**src/rtl/kt_pkg.sv**
```systemverilog
package kt_pkg;

  // table geometry
  localparam int TABLE_DEPTH = 10;
  localparam int KEY_BYTES   = 8;

  localparam int KEY_W  = 64;
  localparam int AMT_W  = 32;
  localparam int IDX_W  = (TABLE_DEPTH > 1) ? $clog2(TABLE_DEPTH) : 1;
  localparam int CNT_W  = $clog2(TABLE_DEPTH + 1);

  // bytes above KEY_BYTES are cleared before storing or comparing
  localparam logic [KEY_W-1:0] KEY_MASK = (KEY_BYTES >= 8) ? {KEY_W{1'b1}} :
    ((KEY_W'(1) << (8 * KEY_BYTES)) - KEY_W'(1));

  // request codes
  localparam logic [1:0] REQ_ADD    = 2'd0;
  localparam logic [1:0] REQ_REMOVE = 2'd1;
  localparam logic [1:0] REQ_LIST   = 2'd2;
  localparam logic [1:0] REQ_SEARCH = 2'd3;

  // status codes
  localparam logic [1:0] ST_OK        = 2'd0;
  localparam logic [1:0] ST_FULL      = 2'd1;
  localparam logic [1:0] ST_NOT_FOUND = 2'd2;
  localparam logic [1:0] ST_EMPTY     = 2'd3;

  // one table entry as kept in memory
  typedef struct packed {
    logic [KEY_W-1:0]        name;
    logic [KEY_W-1:0]        kind;
    logic signed [AMT_W-1:0] amount;
  } entry_t;

endpackage

```
**src/rtl/keyed_table_insert_remove_search.sv**
```systemverilog
// channel | handshake            | payload
// in      | in_valid / in_stall  | req_type, name_key, kind_key, amount
// out     | out_valid / out_stall| status, found_name, found_kind, found_amount, last
//
// one request at a time; entries live in a single-port-read, single-port-write
// memory whose read data is registered
// add: stores the entry at the end of the table unless it is full; search: scans from
// slot zero for the first matching name (scan reads one entry a cycle) to a hit or the end
// remove: a search, then every later entry is shifted down one slot
// list: one read then one result per entry; empty list gives one result
// rst is synchronous; it empties the table (entry contents are left as they are)
// a stalled result is held in the output register while the next request is accepted
module keyed_table_insert_remove_search (
  input  logic                             clk,
  input  logic                             rst,
  input  logic                             in_valid,
  output logic                             in_stall,
  input  logic [1:0]                       req_type,
  input  logic [kt_pkg::KEY_W-1:0]         name_key,
  input  logic [kt_pkg::KEY_W-1:0]         kind_key,
  input  logic signed [kt_pkg::AMT_W-1:0]  amount,
  output logic                             out_valid,
  input  logic                             out_stall,
  output logic [1:0]                       status,
  output logic [kt_pkg::KEY_W-1:0]         found_name,
  output logic [kt_pkg::KEY_W-1:0]         found_kind,
  output logic signed [kt_pkg::AMT_W-1:0]  found_amount,
  output logic                             last
);

  localparam logic [2:0] S_IDLE  = 3'd0;
  localparam logic [2:0] S_SCAN  = 3'd1;
  localparam logic [2:0] S_SHIFT = 3'd2;
  localparam logic [2:0] S_EMIT  = 3'd3;
  localparam logic [2:0] S_LRD   = 3'd4;
  localparam logic [2:0] S_LOUT  = 3'd5;

  logic [2:0]                     state;
  logic [1:0]                     req;
  logic [kt_pkg::KEY_W-1:0]       key_name;
  logic [kt_pkg::CNT_W-1:0]       count;
  logic [kt_pkg::CNT_W-1:0]       idx;
  logic [kt_pkg::CNT_W-1:0]       rd_tag;
  logic [kt_pkg::CNT_W-1:0]       tag_dec;
  logic                           rd_pend;
  logic [1:0]                     res_status;
  kt_pkg::entry_t                 res;

  kt_pkg::entry_t                 mem [kt_pkg::TABLE_DEPTH];
  kt_pkg::entry_t                 rd_data;
  kt_pkg::entry_t                 wr_data;
  kt_pkg::entry_t                 new_entry;
  logic                           rd_en;
  logic                           wr_en;
  logic [kt_pkg::IDX_W-1:0]       rd_addr;
  logic [kt_pkg::IDX_W-1:0]       wr_addr;

  logic                           accept;
  logic                           out_free;
  logic                           hit;
  logic                           more;
  logic                           table_full;
  logic                           load_emit;
  logic                           load_list;

  // handshake and status terms
  assign in_stall   = (state != S_IDLE);
  assign accept     = in_valid && !in_stall;
  assign out_free   = !out_valid || !out_stall;
  assign hit        = rd_pend && (rd_data.name == key_name);
  assign more       = (idx < count);
  assign table_full = (count >= kt_pkg::CNT_W'(kt_pkg::TABLE_DEPTH));
  assign tag_dec    = rd_tag - kt_pkg::CNT_W'(1);
  assign load_emit  = (state == S_EMIT) && out_free;
  assign load_list  = (state == S_LOUT) && out_free;

  assign new_entry.name   = name_key & kt_pkg::KEY_MASK;
  assign new_entry.kind   = kind_key & kt_pkg::KEY_MASK;
  assign new_entry.amount = amount;

  // memory port control
  always_comb begin
    rd_en   = 1'b0;
    wr_en   = 1'b0;
    rd_addr = idx[kt_pkg::IDX_W-1:0];
    wr_addr = count[kt_pkg::IDX_W-1:0];
    wr_data = new_entry;
    case (state)
      S_IDLE: begin
        wr_en = accept && (req_type == kt_pkg::REQ_ADD) && !table_full;
      end
      S_SCAN: begin
        rd_en = !hit && more;
      end
      S_SHIFT: begin
        rd_en   = more;
        wr_en   = rd_pend;
        wr_addr = tag_dec[kt_pkg::IDX_W-1:0];
        wr_data = rd_data;
      end
      S_LRD: begin
        rd_en = 1'b1;
      end
      default: begin
        rd_en = 1'b0;
      end
    endcase
  end

  // entry memory
  always_ff @(posedge clk) begin
    if (wr_en) begin
      mem[wr_addr] <= wr_data;
    end
    if (rd_en) begin
      rd_data <= mem[rd_addr];
    end
  end

  // sequencer
  always_ff @(posedge clk) begin
    if (rst) begin
      state     <= S_IDLE;
      count     <= '0;
      idx       <= '0;
      rd_pend   <= 1'b0;
      out_valid <= 1'b0;
    end else begin
      if (load_emit || load_list) begin
        out_valid <= 1'b1;
      end else if (!out_stall) begin
        out_valid <= 1'b0;
      end
      rd_pend <= rd_en && (state inside {S_SCAN, S_SHIFT});
      if (rd_en) begin
        idx <= idx + kt_pkg::CNT_W'(1);
      end
      case (state)
        S_IDLE: begin
          if (accept) begin
            idx <= '0;
            case (req_type)
              kt_pkg::REQ_ADD: begin
                if (!table_full) begin
                  count <= count + kt_pkg::CNT_W'(1);
                end
                state <= S_EMIT;
              end
              kt_pkg::REQ_LIST: begin
                state <= (count == '0) ? S_EMIT : S_LRD;
              end
              default: begin
                state <= S_SCAN;
              end
            endcase
          end
        end
        S_SCAN: begin
          // no read is issued on a hit, so rd_pend clears above
          if (hit) begin
            idx     <= rd_tag + kt_pkg::CNT_W'(1);
            state   <= (req == kt_pkg::REQ_REMOVE) ? S_SHIFT : S_EMIT;
          end else if (!more && !rd_pend) begin
            state <= S_EMIT;
          end
        end
        S_SHIFT: begin
          if (!more && !rd_pend) begin
            count <= count - kt_pkg::CNT_W'(1);
            state <= S_EMIT;
          end
        end
        S_EMIT: begin
          if (out_free) begin
            state <= S_IDLE;
          end
        end
        S_LRD: begin
          state <= S_LOUT;
        end
        S_LOUT: begin
          if (out_free) begin
            state <= (idx == count) ? S_IDLE : S_LRD;
          end
        end
        default: begin
          state <= S_IDLE;
        end
      endcase
    end
  end

  // request and result payload
  always_ff @(posedge clk) begin
    if (rd_en) begin
      rd_tag <= idx;
    end
    if (accept) begin
      req      <= req_type;
      key_name <= name_key & kt_pkg::KEY_MASK;
      res      <= '0;
      case (req_type)
        kt_pkg::REQ_ADD:  res_status <= table_full ? kt_pkg::ST_FULL : kt_pkg::ST_OK;
        kt_pkg::REQ_LIST: res_status <= kt_pkg::ST_EMPTY;
        default:          res_status <= kt_pkg::ST_NOT_FOUND;
      endcase
    end
    if (state == S_SCAN && hit) begin
      res        <= rd_data;
      res_status <= kt_pkg::ST_OK;
    end
    if (load_emit) begin
      status       <= res_status;
      found_name   <= res.name;
      found_kind   <= res.kind;
      found_amount <= res.amount;
      last         <= 1'b1;
    end else if (load_list) begin
      status       <= kt_pkg::ST_OK;
      found_name   <= rd_data.name;
      found_kind   <= rd_data.kind;
      found_amount <= rd_data.amount;
      last         <= (idx == count);
    end
  end

  // entry count stays within the table
  a_count_range: assert property (@(posedge clk) disable iff (rst)
    count <= kt_pkg::CNT_W'(kt_pkg::TABLE_DEPTH))
    else $error("entry count above table depth");

  // count moves by at most one per cycle
  a_count_step: assert property (@(posedge clk) disable iff (rst)
    (count != $past(count)) |->
      ((count - $past(count) == kt_pkg::CNT_W'(1)) ||
       ($past(count) - count == kt_pkg::CNT_W'(1))))
    else $error("entry count jumped");

  // memory is written only on add or during the shift
  a_write_owner: assert property (@(posedge clk) disable iff (rst)
    wr_en |-> (state == S_IDLE || state == S_SHIFT))
    else $error("memory write outside add or shift");

  // a shift never writes below slot zero
  a_shift_tag: assert property (@(posedge clk) disable iff (rst)
    (state == S_SHIFT && rd_pend) |-> (rd_tag != '0))
    else $error("shift source at slot zero");

endmodule

```
**config.mk**
```make
export PLATFORM = sky130hd
export DESIGN_NAME = keyed_table_insert_remove_search
export DESIGN_NICKNAME = d
export VERILOG_FILES = /design/src/rtl/kt_pkg.sv /design/src/rtl/keyed_table_insert_remove_search.sv
export SDC_FILE = /design/constraint.sdc
export NUM_CORES = 2
export LEC_CHECK = 0
export BUFFER_PORTS_ARGS = -buffer_cell sky130_fd_sc_hd__buf_2
export CAP_MARGIN = 20
export CORE_UTILIZATION = 50
export CTS_CLUSTER_SIZE = 8
export DETAILED_ROUTE_END_ITERATION = 12
export GPL_TIMING_DRIVEN = 0
export PLACE_DENSITY_LB_ADDON = 0.25
export SLEW_MARGIN = 20
export SYNTH_ARGS = -nofsm -noshare
export SYNTH_HDL_FRONTEND = slang
export SYNTH_SLANG_ARGS = --single-unit
export TNS_END_PERCENT = 50
```
**constraint.sdc**
```tcl
create_clock -name clk -period 20.7 [get_ports clk]
set_input_delay 2.07 -clock clk [delete_from_list [all_inputs] [get_ports clk]]
set_output_delay 2.07 -clock clk [all_outputs]
set_load 0.005 [all_outputs]
```
==> impl_metrics.tcl <==
set metrics [dict create \
    die_h_um 412 \
    rsz0062_at_grt "no" \
    critPathArrivalTime_ns 7.32 \
    synth.distinct_cells 54 \
    synth_area_sq_um 84000 \
    clkTransAtPathRegs_ns 0.05 \
    nNetsFinal 5432 \
    synth.cells.most_frequent "edfxtp_1, nand2_1, mux4_2, clkbuf_1, a21oi_1" \
    drc 0 \
    fillCellCount 12000 \
    cts.root.buffer_cell "clkbuf_16" \
    die_w_um 412 \
    postCtsHoldBufs 0 \
    cp_top_family "buffers and inverters" \
    ant_nets 0 \
    cp_data_required_time_ns 21.29 \
    wire_per_inst_um 28.7 \
    ys_dominant_reg_cell "edfxtp_1" \
    finalCriticalPeriod_ns 6.73 \
    power.density_cell_area_nw_per_um2 125 \
    core-area_sq_um 167000 \
    path_buf_inv 9 \
    postCtsSetupBuffers 0 \
    io_buffers 330 \
    final-instance-count-excl-fill 7490 \
    worst_pin_slew_ns 1.13 \
    status "complete, no violations" \
    drv_slew 0 \
    drtIter0Drc 4929 \
    synth_cells 4437 \
    syn_to_final_growth_pct 19.2 \
    tns_ns 0 \
    ys_seq_area_frac 0.773 \
    die_area_sq_um 170000 \
    p_leak_nw 32.7 \
    num_io_pins 331 \
    cts_tree "built" \
    grt_first_pass_wirelength_um 309000 \
    worst_clock_skew_ns 0.0562 \
    yosysMostFrequentCell "edfxtp_1" \
    place_congestion 0.805 \
    cp_slowest_cell "clkbuf_1" \
    synth_top_area_share 0.770 \
    cts.sinks 2168 \
    numCtsBuffers 321 \
    clk_latency_ns 0.92 \
    dpl_worst_slack_ns 13.99 \
    grt_overflow 0 \
    initial_core_util 0.503 \
    holdCritPathClass "reg2reg" \
    path_max_fanout 45 \
    crit_path_max_incr_delay_ns 0.88 \
    antenna_found_initial 15 \
    setup_viol 0 \
    relSlewSlack 0.246 \
    setup_ws_ns 13.97 \
    design_area_sq_um 100000 \
    multi_input_area_sq_um 18100 \
    dpl.hpwl_um 141000 \
    async_flop_share 0 \
    max_freq_mhz 149 \
    dr.pass1.iters 5 \
    yosysWarningCount 0 \
    maxCapViolations 0 \
    postSynthNetCount 4613 \
    cts_buffer_depth 4 \
    grt_pass1_vias 44800 \
    drive_above_1_share 0.257 \
    fin_crit_sh 0.325 \
    hold_violations 0 \
    worstPathCellList "clkbuf_1 -> clkbuf_1 -> buf_2 -> clkbuf_2 -> buf_2 -> buf_1 -> inv_1 -> ha_1 -> nor2b_1 -> o21a_1 -> o21a_1 -> nor3_1 -> o311ai_0 -> nand2_4 -> buf_16 -> buf_16" \
    regArea_sq_um 64900 \
    h-tree-depth 5 \
    synth.area.top_cells "edfxtp_1, mux4_2, nand2_1" \
    track_usage 0.255 \
    synth.avg_cell_area_sq_um 18.9 \
    synth-seq-cells 2168 \
    max-vdd-ir-drop_mv 0.101 \
    cts_resized 0 \
    end_kind "flop" \
    synth_area_leader_cell "edfxtp_1" \
    place_area_sq_um 91700 \
    grt_max_degree 46 \
    total_power_mw 12.5 \
    place_inst 7136 \
    vias 44700 \
    start_kind "flop" \
    drt-total-wl_um 215000 \
    rows 150 \
    crit_type "reg2reg" \
    synth-edff-count 2152 \
    viasPerCell 5.96 \
]
[final cells by class]
class	instances	share of cell area
Sequential cell	2168	0.649
Antenna cell	4	0.000100
Multi-Input combinational cell	1996	0.181
Clock buffer	341	0.0823
Inverter	30	0.00115
Buffer	243	0.00958
Clock inverter	8	0.000725
Timing Repair Buffer	496	0.0487
Tap cell	2204	0.0276
[sequential cells by signal, indices dropped and copies added, names as in the netlist, 2 cells and up]
| register | cells |
|---|---|
| mem | 1600 |
| rd_data | 160 |
| res | 160 |
| found_kind | 64 |
| found_name | 64 |
| key_name | 64 |
| found_amount | 32 |
| count | 4 |
| idx | 4 |
| rd_tag | 4 |
| state | 3 |
| req | 2 |
| res_status | 2 |
| status | 2 |
[routing by layer]
metal	global-route usage	routed length (um)	vias up	part of all wire
met5	0	72	-	0.00033
met4	0.0923	7600	14	0.035
met3	0.0571	18700	410	0.087
met2	0.397	102000	2127	0.47
met1	0.353	86900	23100	0.40
li1	-	-	19000	-
[power by group]
group	switching, mW	leakage, nW	internal (mW)	total [mW]
clock	1.71	4.08	2.76	4.47
combinational	1.42	8.92	0.765	2.18
sequential	0.175	19.7	5.66	5.84
[worst paths after layout]
path	cells past startpoint	endpoint	slack, ns	startpoint
hold reg to reg	0	rd_tag[2]	0.47	idx[2]
setup reg to reg	16	rd_data[55]	13.97	idx[0]
hold / removal	0	rd_tag[2]	0.47	idx[2]
setup / recovery	16	rd_data[55]	13.97	idx[0]
[cells in the final DEF, fill, tap and decap left out, types with 3 or more instances in the layout]
cell | synthesis | final
or3_1 | 4 | 4
a31oi_1 | 5 | 5
clkbuf_16 | 0 | 327
xor2_1 | 24 | 24
mux2_2 | 152 | 152
o21ai_0 | 25 | 22
ha_1 | 9 | 9
clkbuf_2 | 0 | 25
inv_1 | 30 | 29
mux2i_1 | 161 | 161
a211oi_1 | 160 | 160
o22ai_1 | 9 | 9
buf_4 | 0 | 43
nand2b_1 | 9 | 9
mux4_2 | 320 | 320
buf_1 | 46 | 37
buf_6 | 1 | 11
buf_16 | 0 | 71
nand3_1 | 3 | 3
nor3_1 | 20 | 18
nand4_1 | 11 | 11
diode_2 | 0 | 4
nor2_4 | 0 | 9
clkbuf_1 | 190 | 188
edfxtp_1 | 2152 | 2152
buf_2 | 6 | 336
nand2_1 | 487 | 486
xnor2_1 | 38 | 38
nor2_1 | 27 | 18
nor4_1 | 7 | 7
nor2b_1 | 166 | 166
a21oi_1 | 172 | 172
inv_6 | 0 | 3
buf_12 | 0 | 41
and2_1 | 154 | 154
dfxtp_1 | 16 | 16
a2111oi_0 | 3 | 3
[per-stage QoR]
| stage | hold WS, ns | util |
|---|---|---|
| CTS | 0.480 | 0.599 |
| finish | 0.472 | 0.599 |
| detailed placement | 0.466 | 0.549 |
| global route | 0.495 | 0.599 |
| floorplan | 0.432 | - |
| global placement | 0.462 | 0.529 |
[cells by family (layout without fill, tap and decap cells)]
kind of cell,count (synthesis),count (layout),synth area share
simple gates,897,897,0.0514
flops,2168,2168,0.773
buf+inv,273,1118,0.0124
fa+ha+maj,10,10,0.00158
compound gates,394,394,0.0294
other cells,0,4,0
xor+xnor,62,62,0.00647
mux,633,633,0.125
Note: power is estimated with default switching activity, not from simulation.
